[src/sv/isg_pkg.sv]
// Shared types and codes for the inverse-square gravity accumulator.
// Used by isg_iter, isg_mac, the top level and the checker; no dependencies.
`default_nettype none
package isg_pkg;
  localparam int MAX_ATTRACTORS_DEF = 16;

  localparam logic [1:0] FUNC_WRITE = 2'd0;
  localparam logic [1:0] FUNC_CLEAR = 2'd1;
  localparam logic [1:0] FUNC_EVAL  = 2'd2;

  localparam logic OP_DIV  = 1'b0;
  localparam logic OP_SQRT = 1'b1;

  typedef struct packed {
    logic       go;
    logic       op;
    logic [6:0] n;
  } iter_req_t;

  typedef struct packed {
    logic go;
    logic clr;
    logic sh32;
  } mac_req_t;
endpackage
`default_nettype wire

[src/sv/isg_mac.sv]
// Shared multiply-accumulate: registered 33x33 product, then accumulate with
// optional 32-bit left shift. Depends on isg_pkg.
`default_nettype none
module isg_mac (
  input  wire logic             clk,
  input  wire logic             rst,
  input  wire isg_pkg::mac_req_t req,
  input  wire logic [32:0]      a,
  input  wire logic [32:0]      b,
  output logic [95:0]           acc
);
  import isg_pkg::*;

  logic [65:0] prod;
  logic        pv;
  logic        pclr;
  logic        psh;
  logic [95:0] addend;

  assign addend = psh ? {prod[63:0], 32'd0} : {30'd0, prod};

  always_ff @(posedge clk) begin
    prod <= a * b;
    pclr <= req.clr;
    psh  <= req.sh32;
    if (rst) begin
      pv <= 1'b0;
    end else begin
      pv <= req.go;
    end
    if (pv) begin
      acc <= (pclr ? 96'd0 : acc) + addend;
    end
  end
endmodule
`default_nettype wire

[config.mk]
export PLATFORM = sky130hd
export DESIGN_NAME = isg_mac
export DESIGN_NICKNAME = d
export VERILOG_FILES = /design/src/sv/isg_pkg.sv /design/src/sv/isg_mac.sv
export SDC_FILE = /design/constraint.sdc
export NUM_CORES = 2
export LEC_CHECK = 0
export BUFFER_PORTS_ARGS = -buffer_cell sky130_fd_sc_hd__buf_2
export CAP_MARGIN = 20
export CORE_ASPECT_RATIO = 0.7
export CORE_MARGIN = 2
export CORE_UTILIZATION = 45
export DETAILED_ROUTE_END_ITERATION = 10
export PLACE_DENSITY_LB_ADDON = 0.2
export SETUP_SLACK_MARGIN = 0.3
export SKIP_LAST_GASP = 1
export SYNTH_ARGS = -nofsm -noshare
export SYNTH_HDL_FRONTEND = slang
export SYNTH_SLANG_ARGS = --single-unit
[constraint.sdc]
create_clock -name clk -period 11.4 [get_ports clk]
set_input_delay 3.42 -clock clk [delete_from_list [all_inputs] [get_ports clk]]
set_output_delay 3.42 -clock clk [all_outputs]
set_load 0.02 [all_outputs]
**Word-level counts from Yosys, hierarchy flattened**

Index checks and enable logic that the tools add are counted.

- Register bits after elaboration: 165
- Bits in latches: 0
- Memory bits (writable): 0
- Memory bits (read-only): 0
- Input port bits: 71
- Output and inout port bits: 96
- Word-level logic and storage cells: 9
- Memories: 0

- Add/subtract/negate cells: 1
- Multiply operators: 1
- Divide/modulo/power cells: 0
- Order comparisons: 0
- Equal/unequal tests: 0
- Shifts and indexed selects: 0
- Muxes and demuxes: 2
- Bitwise logic cells: 0
- Reduce and logical (&&, ||, !) cells: 0

Operators by type and width:

| operator | count |
|---|---|
| two-way mux 96 bit | 2 |
| adder 96 bit | 1 |
| multiplier 33 x 33 -> 66 bit | 1 |

**Longest topological paths before layout**

- Word-level depth: 2
- Depth in mapped cells: 31
- Depth with buffers taken out: 29

**Worst setup path before layout**

No wires, ideal clock.

- Path type: input -> register
- From: input port b[0]
- To: register prod[64]
- Data arrival time: 10440 ps
- Data required time: 11273 ps
- Setup slack: 834 ps
- Stages: 29
- Buffers on the path: 2
- Path through: clkbuf_1 and2_1 fa_1 inv_1 fa_1 inv_1 fa_1 inv_1 fa_1 inv_1 fa_1 fa_1 fa_1 inv_1 fa_1 inv_1 ha_1 clkbuf_1 a21o_1 a21o_1 a21oi_1 o21ai_0 a221o_1 a41oi_2 a21oi_1 a41o_1 a41oi_1 o21ai_0 xor2_1

- Cells in the longest elaborated chain, start to end: 1

RTL lines:

| item | RTL line | text |
|---|---|---|
| start, declared | isg_mac.sv:9 | `input wire logic [32:0] b,` |
| multiplier 33 x 33 -> 66 bit | isg_mac.sv:23 | `prod <= a * b;` |
| end signal, assigned | isg_mac.sv:23 |  |
| end, declared | isg_mac.sv:14 | `logic [65:0] prod;` |

Every way passes these cells.
A chain may end at the register's enable or synchronous reset.

**Worst setup path after layout**

- From: input port b[3]
- To: register prod[62]

Same word-level chain as after synthesis.

==> out/results.ini <==
[clocking]
clock_sinks=165
post_cts_buffers=0
cts_buffers=17
tritoncts=yes
cts_root_buf=clkbuf_16
cts_max_path_buffers=2
htreeDepth=4
clk_pin_slew_worst_paths_ns=0.08
clock_latency_ns=0.46

[yosys]
synth_warnings=0
synth-adder-area-share_pct=50.4
synth_mux_area_share_pct=0.836
synth-compound-area-share_pct=7.60
synth_area_leaders=fa_1, ha_1, inv_1, and2_1, edfxtp_1
synthXorXnorAreaFrac_pct=2.91
synth_top_area_cell=fa_1
synth_top_family_by_area=adder cells
syn_inst=5269
synth_seq_cells=165
synthSimpleGateAreaFrac_pct=18.2
seq_area_frac_synth_pct=9.07
netlist_area_um2=47000
synth_top_area_share_pct=40.8
syn_avg_cell_area_um2=8.92
synth_edf_count=96
synth_nets=6659
async_flop_share_pct=0
synth_cell_types=76
synth-main-ff-cell=edfxtp_1

[sta]
skew_ns=0.0123
tightest_slew_ns=0.844
slew_viol_final=0
tns_ns=0
relSlewSlack_pct=43.7
max_freq_mhz=93.5
period_needed_ns=10.70
finalSetupViolCount=0
post-route-period-util_pct=93.9
hold_viol_final=0
whs_ns=0.717
rsz0062_at_grt=no

[flow_run]
cap_violations=0

[critical_path]
path_class=input pin to flip-flop
r2r_slack_ns=5.61
worst-path-max-fanout=18
timing.rr.start=psh
cpPeakStageDelay_ns=0.53
required_ns=11.79
cp_data_arrival_time_ns=11.09
critPathBufInv=10
end_kind=flip-flop
cp-start-kind=input pin
cp_slowest_cell=fa_1
critical_path.top_delay_family=adder cells
startpoint=b[3]

[detailed_routing]
vias=35416
dr.pass1.iters=5
drt-total-wl_mm=138
ant_nets=0
drtIter0Drc=2886
drc_errors=0
wl_per_cell_um=20.8
via_per_inst=5.34

[layout]
final_area_um2=49800
layout_commonest_cell=inv_1
area_delta_synth_final_pct=5.85
layout_common_cells=inv_1, fa_1, nand2_1
layout.nets=6641
drive_gt1_share_pct=6.65

[global_route]
grt_usage_pct=26.3
grt_pass1_wl_mm=217
antenna_found_initial=10
grt_max_degree=72
grt_pass1_vias=36167
overflow=0

[floorplanning]
row_count=99
die_area_um2=107000
die_width_um=390
die_h_um=274
start_util_pct=45.2
design.core.area_um2=104000
ioPinCount=167

[hold_path]
worstHoldStart=acc[0]
hold_class=flip-flop to flip-flop

[placed_design]
dp_hpwl_mm=116
gp_congestion=0.937
dpl_cell_area_um2=49100
portBuffers=166

[outcome]
status=complete, no violations

==> worst register-to-register path: stages, from the launching register on <==
cell       delay, ns
dfxtp_2         0.55
buf_4           0.73
mux2_2          0.53
ha_1            0.49
nand4_2         0.19
nor4_1          0.31
nand4_1         0.24
a2111oi_2       0.55
nor3_2          0.24
o41ai_4         0.49
and3_1          0.28
nor3_1          0.10
o41ai_2         0.67
xnor2_1         0.16
==> logic make-up (layout without fill, tap and decap cells) <==
group	after synthesis	in the layout
AOI/OAI and AO/OA	566	566
xor gates and xnor gates	156	156
adders and majority gates	1319	1319
buffers and inverters	1370	1365
DFF	165	165
muxes	35	35
other	0	4
and+or+nand+nor	1658	1658
==> layout make-up <==
cell class                 count  area (um^2)
clock buffer                  17          425
fill                       10029        54200
sequential                   165         4270
clock inverter                15          196
timing repair buffer         260         1540
inverter                    1073         4030
antenna                        4         10.0
multi-input combinational   3734        37600
tap                         1363         1710
==> path summary, 6_finish.rpt <==
| check | cells past startpoint | end |
|---|---|---|
| max reg2reg | 13 | acc[95] |
| min reg2reg | 2 | acc[0] |
| min | 2 | acc[0] |
| max | 31 | prod[62] |
==> per-stage QoR <==
| stage | setup WS, ns | util (%) | instances |
|---|---|---|---|
| 2_1_floorplan | 0.834 | - | 5269 |
| 3_3_place_gp | 0.335 | 47.3 | 6595 |
| 3_5_place_dp | 0.299 | 47.3 | 6595 |
| 4_1_cts | 0.749 | 47.9 | 6627 |
| 5_1_grt | 0.302 | 47.9 | 6629 |
| 6_report | 0.700 | 47.9 | 6631 |
==> what timing repair did <==
item,4_1_cts,5_1_grt
resized for setup,0,2
endpoints found under the setup margin,0,2
hold buffers,0,0
==> sequential cells by signal, summed over array words and instances, names as in the netlist <==
name and flops:
acc 96, prod 66, pclr 1, psh 1, pv 1
==> Yosys cell counts (5+ instances only) <==
master	n
o21a_1	12
a21boi_0	5
nand3_1	28
a221o_1	5
o21ai_0	103
buf_2	15
nand2b_1	14
o21bai_1	41
clkbuf_1	274
nor4_1	8
inv_1	1073
dfxtp_1	69
and3_1	11
o31ai_1	10
mux2_2	34
a21oi_1	207
edfxtp_1	96
a211o_1	5
xor2_1	63
nor3_1	24
nand4_1	54
and2_1	621
xnor2_1	93
nor2b_1	138
ha_1	360
o211ai_1	11
o21ai_1	7
a41oi_1	6
a21o_1	91
nor2_1	81
a31oi_1	17
a211oi_1	9
nand2_1	651
fa_1	959
==> per-layer routing <==
metal | wire (um) | GRT usage, % | share of wire (%)
met5 | 21 | 0 | 0.015
met4 | 2310 | 4.47 | 1.7
met3 | 10300 | 4.33 | 7.5
met2 | 58700 | 38.3 | 43
met1 | 66200 | 41.1 | 48
Power is left out: the tool's default activity adds up to more than one toggle a clock period on the data nets, which glitch-free logic cannot reach.
