File: src/sv/isg_pkg.sv
// Shared types and codes for the inverse-square gravity accumulator.
// Used by isg_iter, isg_mac, the top level and the checker; no dependencies.
`default_nettype none
package isg_pkg;
  localparam int MAX_ATTRACTORS_DEF = 16;

  localparam logic [1:0] FUNC_WRITE = 2'd0;
  localparam logic [1:0] FUNC_CLEAR = 2'd1;
  localparam logic [1:0] FUNC_EVAL  = 2'd2;

  localparam logic OP_DIV  = 1'b0;
  localparam logic OP_SQRT = 1'b1;

  typedef struct packed {
    logic       go;
    logic       op;
    logic [6:0] n;
  } iter_req_t;

  typedef struct packed {
    logic go;
    logic clr;
    logic sh32;
  } mac_req_t;
endpackage
`default_nettype wire

File: src/sv/isg_iter.sv
// Shared iterative unit: restoring divide (n quotient bits) or integer square root.
// One bit per cycle. Depends on isg_pkg.
`default_nettype none
module isg_iter (
  input  wire logic              clk,
  input  wire logic              rst,
  input  wire isg_pkg::iter_req_t req,
  input  wire logic [63:0]       a,
  input  wire logic [63:0]       b,
  output logic                   done,
  output logic [63:0]            res
);
  import isg_pkg::*;

  logic        run;
  logic        mode;
  logic [6:0]  cnt;
  logic [63:0] rem;
  logic [63:0] dq;
  logic [63:0] dv;
  logic [31:0] root;
  logic [64:0] r2;
  logic [35:0] r4;
  logic [35:0] trial;

  assign r2    = {rem, dq[63]};
  assign r4    = {rem[33:0], dq[63:62]};
  assign trial = {2'b00, root, 2'b01};
  assign res   = (mode == OP_DIV) ? dq : {32'd0, root};

  always_ff @(posedge clk) begin
    if (rst) begin
      run  <= 1'b0;
      done <= 1'b0;
    end else if (req.go) begin
      done <= 1'b0;
      run  <= 1'b1;
      mode <= req.op;
      dv   <= b;
      root <= '0;
      if (req.op == OP_DIV) begin
        rem <= a >> req.n;
        dq  <= a << (7'd64 - req.n);
        cnt <= req.n;
      end else begin
        rem <= '0;
        dq  <= a;
        cnt <= 7'd32;
      end
    end else if (run) begin
      cnt  <= cnt - 7'd1;
      done <= (cnt == 7'd1);
      if (cnt == 7'd1) begin
        run <= 1'b0;
      end
      if (mode == OP_DIV) begin
        if (r2 >= {1'b0, dv}) begin
          rem <= 64'(r2 - {1'b0, dv});
          dq  <= {dq[62:0], 1'b1};
        end else begin
          rem <= r2[63:0];
          dq  <= {dq[62:0], 1'b0};
        end
      end else begin
        if (r4 >= trial) begin
          rem  <= 64'(r4 - trial);
          root <= {root[30:0], 1'b1};
        end else begin
          rem  <= 64'(r4);
          root <= {root[30:0], 1'b0};
        end
        dq <= {dq[61:0], 2'b00};
      end
    end else begin
      done <= 1'b0;
    end
  end
endmodule
`default_nettype wire

File: config.mk
export PLATFORM = sky130hd
export DESIGN_NAME = isg_iter
export DESIGN_NICKNAME = d
export VERILOG_FILES = /design/src/sv/isg_pkg.sv /design/src/sv/isg_iter.sv
export SDC_FILE = /design/constraint.sdc
export NUM_CORES = 1
export LEC_CHECK = 0
export ABC_AREA = 1
export CAP_MARGIN = 0
export CELL_PAD_IN_SITES_DETAIL_PLACEMENT = 2
export CELL_PAD_IN_SITES_GLOBAL_PLACEMENT = 2
export CORE_MARGIN = 2
export CORE_UTILIZATION = 35
export DETAILED_ROUTE_END_ITERATION = 10
export DONT_BUFFER_PORTS = 1
export GPL_TIMING_DRIVEN = 1
export PLACE_DENSITY_LB_ADDON = 0.25
export SKIP_LAST_GASP = 1
export SYNTH_ARGS = -nofsm -noshare
export SYNTH_HDL_FRONTEND = slang
export SYNTH_SLANG_ARGS = --single-unit
File: constraint.sdc
create_clock -name clk -period 5.15 [get_ports clk]
set_input_delay 0.7725 -clock clk [delete_from_list [all_inputs] [get_ports clk]]
set_output_delay 0.7725 -clock clk [all_outputs]
set_load 0.01 [all_outputs]
-- Word-level counts from Yosys, hierarchy flattened
Index checks and enable logic that the tools add are counted.
- register bits after elaboration: 234
- input bits: 139
- word-level logic and storage cells: 46
- add/sub/neg operators: 4
- order comparisons: 2
- eq/ne operators: 1
- shifts and indexed selects: 2
- muxes and demuxes: 21
- bitwise gates (word level): 2
- reduce and logical (&&, ||, !) cells: 6
- operators with widths (operator ; number):
    $mux W64 ; 11
    $ge A65 B64 Y1 ; 1
    $mux W32 ; 2
    $shl A64 B7 Y64 ; 1
    $shr A64 B7 Y64 ; 1
    $sub A64 B64 Y64 ; 1
    $sub A36 B34 Y37 ; 1
    $ge A36 B34 Y1 ; 1
    $mux W7 ; 3
    $eq A7 B1 Y1 const B ; 1
    $sub A7 B1 Y7 const B ; 1
    $sub A7 B7 Y7 const A ; 1
    $mux W1 ; 5
    $reduce_and A2 Y1 ; 2
    $reduce_bool A2 Y1 ; 2
    $reduce_and A3 Y1 ; 1
    $reduce_or A3 Y1 ; 1
    $not A1 Y1 ; 2

-- Longest topological paths before layout
- depth in word-level cells: 5
- mapped depth: 20

-- Worst setup path after synthesis
No wires, ideal clock.
- path type: input to register
- from: input port req[8] (netlist bit)
- to: register cnt[0] (enable)
- setup time: 0.487 ns
- data arrival time: 3.965 ns
- path slack: 0.697 ns
- stages on the path: 4
- path through: buf_2 clkbuf_1 o21ai_0 inv_1
- longest elaborated chain between the ends: 2
- ends and longest elaborated chain (what ; RTL line ; source):
    from (decl) ; isg_iter.sv:7 ; input wire isg_pkg::iter_req_t req,
    $reduce_bool A2 Y1 (no line) ; -- ;
    $reduce_and A2 Y1 (no line) ; -- ;
    to (signal assigned) ; isg_iter.sv:44 ; cnt <= req.n;
    to (signal assigned) ; isg_iter.sv:51 ; cnt <= cnt - 7'd1;
    to (decl) ; isg_iter.sv:17 ; logic [6:0] cnt;
No other way between the ends.
A chain may end at the register's enable or synchronous reset.

-- Final worst setup path
- from: register dq[63]
- to: register rem[47], data pin
- longest elaborated chain between the ends: 5
- ends and longest elaborated chain (what ; RTL line ; source):
    from (decl) ; isg_iter.sv:19 ; logic [63:0] dq;
    from (signal assigned) ; isg_iter.sv:43 ; dq <= a << (7'd64 - req.n);
    from (signal assigned) ; isg_iter.sv:59 ; dq <= {dq[62:0], 1'b1};
    from (signal assigned) ; isg_iter.sv:62 ; dq <= {dq[62:0], 1'b0};
    $sub A64 B64 Y64, or another cell as far along ; isg_iter.sv:58 ; rem <= 64'(r2 - {1'b0, dv});
    $mux W64, on equally long branches ; isg_iter.sv:57, isg_iter.sv:65 ;
    $mux W64 * ; isg_iter.sv:56 ; if (mode == OP_DIV) begin
    $mux W64 * ; isg_iter.sv:50 ; end else if (run) begin
    $mux W64 * ; isg_iter.sv:35 ; end else if (req.go) begin
    to (signal assigned) ; isg_iter.sv:42 ; rem <= a >> req.n;
    to (signal assigned) ; isg_iter.sv:58 ;
    to (signal assigned) ; isg_iter.sv:61 ; rem <= r2[63:0];
    to (decl) ; isg_iter.sv:18 ; logic [63:0] rem;
Every way passes the cells marked *; elsewhere a longest branch is shown, timed or not. The select of a mux whose other input is x is not followed.

==> metrics.md <==
| Metric | Value |
|---|---|
| Reg area | 0.00701 mm2 |
| Slew Viols, Final | 0 |
| Worst R2R Setup Slack | 0.90 ns |
| Worst min-delay path class | in2reg |
| Leak | 0.0131 uW |
| #FFs+latches synth | 234 |
| Nets | 4514 |
| Pin count of the biggest net entering global routing | 112 |
| Slowest cell delay on critical path | 0.63 ns |
| First-pass GRT wire length | 212 mm |
| CP Max Fanout | 50 |
| Detailed Route Iter0 Violations | 2513 |
| Worst skew pair latency | 0.57 ns |
| Via count | 30600 |
| Remaining antenna violation count after routing | 0 |
| Min setup slack post-route | 0.900 ns |
| Layout Skew | 0.0411 ns |
| Hold EP | dv[45]$_DFFE_PP_ |
| Buffers and inverters on the worst path | 1 |
| Gate Count Post-Synth | 4411 |
| Number of synthesis warnings | 0 |
| Initial antenna violation count | 11 |
| Yosys cell types | 43 |
| Pre-Repair DR Iteration Count | 5 |
| Via/cell ratio | 5.81 |
| CTS tree | yes |
| Chip width | 279 um |
| Total gr overflow | 0 |
| Routed WL | 146 mm |
| Initial core utilization | 35.4% |
| Cell area after synthesis | 0.0264 mm2 |
| Number of global-route vias before repair | 32000 |
| DRC | 0 |
| F_max | 0.235 GHz |
| Clock buffer depth | 3 |
| Final Hold Viols | 0 |
| Critical path class | reg2reg |
| Slowest CP cell | nand2_1 |
| CORE AREA | 0.0746 mm2 |
| Critical path's top delay family | simple AND/OR/NAND/NOR gates |
| Critical path arrival | 4.54 ns |
| Fill cells | 9475 |
| Multi-input logic area | 0.0164 mm2 |
| Buffers on Ports | 0 |
| Reg-to-reg endpoint | rem[47]$_DFFE_PP_ |
| Max-cap violations | 0 |
| Setup total negative slack | 0 ns |
| Area Overhead vs Synth | 6.72% |
| Syn Nets | 4652 |
| RR Startpoint | dq[63]$_DFFE_PP_ |
| Tmin final | 4.25 ns |
| Part of the cycle the worst path needs | 82.5% |
| CTS Root Cell | clkbuf_16 |
| Worst hold path depth | 0 |
| Peak VDD IR | 0.000204 V |
| RSZ-0062 raised after global routing | no |
| Clk sinks | 234 |
| Relative slew slack | 26.9% |
| Row cnt | 100 |
| Reg clk slew, reported paths | 0.06 ns |
| Total Routing Usage GR | 36.7% |
| Number of setup violations in the final report | 0 |
| GPL Wtd Cong | 1.02 |
| Worst-margin pin slew | 1.10 ns |
| Die height | 279 um |
| Routed length per instance | 27.7 um |
| Prevailing post-synth register cell | edfxtp_1 |
| Required time worst endpoint | 5.44 ns |
| CP Cell Sequence | inv_1 -> ha_1 -> nand2_1 -> nor2_1 -> nand2_1 -> nor2_1 -> nand2_1 -> nor2_1 -> nand2_1 -> nand3_1 -> nor2_1 -> nand2_4 -> nand2_1 -> nand2_1 -> nand2_1 -> nand3_1 |
| Cell mode on critical path | nand2_1 |
| Sequential share of the synthesized area | 26.5% |
| Outcome | completed |
| Num ports | 204 |
| Cts hold-fix bufs | 0 |
| Pre-CTS setup slack | 0.962 ns |
| Reg2reg path depth | 16 |
| Crit. End Element | flip-flop |
| HP Start | b[45] |
| TritonCTS buffer count | 34 |
| Avg Synthesized Cell Area | 5.99 um2 |
| Post-cts resize count | 0 |
| Die Area | 0.0777 mm2 |
| Fraction of layout cells with a size suffix above 1 | 3.42% |
| Post-CTS Setup Bufs | 0 |
| CTS HTree Levels | 2 |
| Post-synth EDFFs | 232 |
| Dpl hpwl | 119 mm |
| Pwr dens | 288 mW/mm2 |
| CP startpoint kind | flip-flop |
| Asr flop ratio synth | 0% |
[cell usage after synthesis, types with 20 or more instances]
master,number,area (um2)
or2_2,41,257
nand4_1,27,169
mux2i_1,24,240
clkbuf_1,120,450
o21ai_0,425,2130
inv_1,571,2140
buf_1,39,146
nand2_1,1386,5200
ha_1,101,1260
a21oi_1,322,1610
buf_2,49,245
a22oi_1,31,233
xnor2_1,42,368
nor2_1,367,1380
o211ai_1,52,390
edfxtp_1,232,6970
nand3_1,417,2090
a211oi_1,20,150
o21ai_1,25,125
[how the worst max path moves through the flow]
stage	from	endpoint	slack, ns	cells past startpoint
5_1_grt	dq[63]$_DFFE_PP_	rem[44]$_DFFE_PP_	0.73	16
3_3_place_gp	dq[63]$_DFFE_PP_	rem[40]$_DFFE_PP_	0.97	16
4_1_cts	dq[63]$_DFFE_PP_	rem[40]$_DFFE_PP_	0.93	16
3_5_place_dp	dq[63]$_DFFE_PP_	rem[40]$_DFFE_PP_	0.96	16
6_report	dq[63]$_DFFE_PP_	rem[47]$_DFFE_PP_	0.90	16
2_1_floorplan	req[8]	cnt[0]$_DFFE_PP_	0.70	4
[report_power, final]
| group | internal, uW | total [uW] | leakage [uW] | switching, uW |
|---|---|---|---|---|
| Clock | 1360 | 2370 | 0.000526 | 1010 |
| Sequential | 2300 | 2420 | 0.00224 | 124 |
| Combinational | 923 | 3320 | 0.0103 | 2400 |
| Total | 4580 | 8120 | 0.0131 | 3540 |
[flip-flops by register name (all words and copies together) (netlist names)]
signal  cells
cnt         7
root       32
dv         64
rem        64
run         1
dq         64
mode        1
done        1
[through the flow]
| step | total power, uW | area, um2 | cells | hold slack, ns | utilization [%] |
|---|---|---|---|---|---|
| after global routing | 8520 | 28200 | 5270 | 0.281 | 37.8 |
| final | 8120 | 28200 | 5270 | 0.297 | 37.8 |
| after floorplan | 4580 | 26400 | 4411 | 0.441 | - |
| after CTS | 8080 | 28200 | 5267 | 0.273 | 37.8 |
| after detailed placement | 5700 | 27100 | 5206 | 0.580 | 36.3 |
| after global placement | 5590 | 27100 | 5206 | 0.560 | 36.3 |
[routing by layer]
layer	GRT usage [%]	vias to the layer above	wire [um]
met3	7.51	323	9480
li1	-	14200	-
met4	21.0	12	9630
met5	0	-	76
met2	62.6	930	68900
met1	42.8	15200	57900
[logic make-up (layout without fill, tap and decap cells)]
group | after synthesis | after routing | synth area share [%]
DFF | 234 | 234 | 26.5
other | 0 | 3 | 0
AOI/OAI and AO/OA | 930 | 930 | 19.1
and+or+nand+nor | 2280 | 2280 | 35.4
xor gates and xnor gates | 52 | 52 | 1.75
buffers and inverters | 789 | 676 | 11.5
adders and majority gates | 102 | 102 | 4.86
muxes | 24 | 24 | 0.910
[worst reg2reg max path: stages, from the launching register on]
cell and delay (ns):
edfxtp_1 0.56, inv_1 0.24, ha_1 0.45, nand2_1 0.21
nor2_1 0.07, nand2_1 0.08, nor2_1 0.06, nand2_1 0.05
nor2_1 0.04, nand2_1 0.13, nand3_1 0.10, nor2_1 0.49
nand2_4 0.47, nand2_1 0.66, nand2_1 0.11, nand2_1 0.16
nand3_1 0.08
[cells in the final DEF, fill, tap and decap left out, drive strengths merged, types with 4 or more instances in the layout]
| master | n |
|---|---|
| a21oi | 322 |
| o211ai | 52 |
| ha | 101 |
| o22ai | 4 |
| nand3 | 418 |
| o21ai | 450 |
| or2 | 41 |
| buf | 35 |
| o21a | 15 |
| mux2i | 24 |
| inv | 581 |
| a31oi | 5 |
| nor3 | 18 |
| a211oi | 20 |
| xor2 | 10 |
| nand2 | 1387 |
| nand4 | 27 |
| nand3b | 9 |
| o21bai | 16 |
| a21o | 4 |
| and2 | 11 |
| edfxtp | 232 |
| a22oi | 31 |
| clkbuf | 41 |
| clkinv | 16 |
| nor2 | 368 |
| xnor2 | 42 |
| a21boi | 7 |
[layout make-up]
cell class / count / share of cell area, %
antenna: 3 / 0.0266
clock buffer: 41 / 3.19
clock inverter: 20 / 0.626
inverter: 580 / 7.74
multi-input combinational: 3388 / 58.3
sequential: 234 / 24.9
tap: 969 / 4.30
timing repair buffer: 35 / 0.932
No activity file was read; power rests on OpenSTA's default activity.
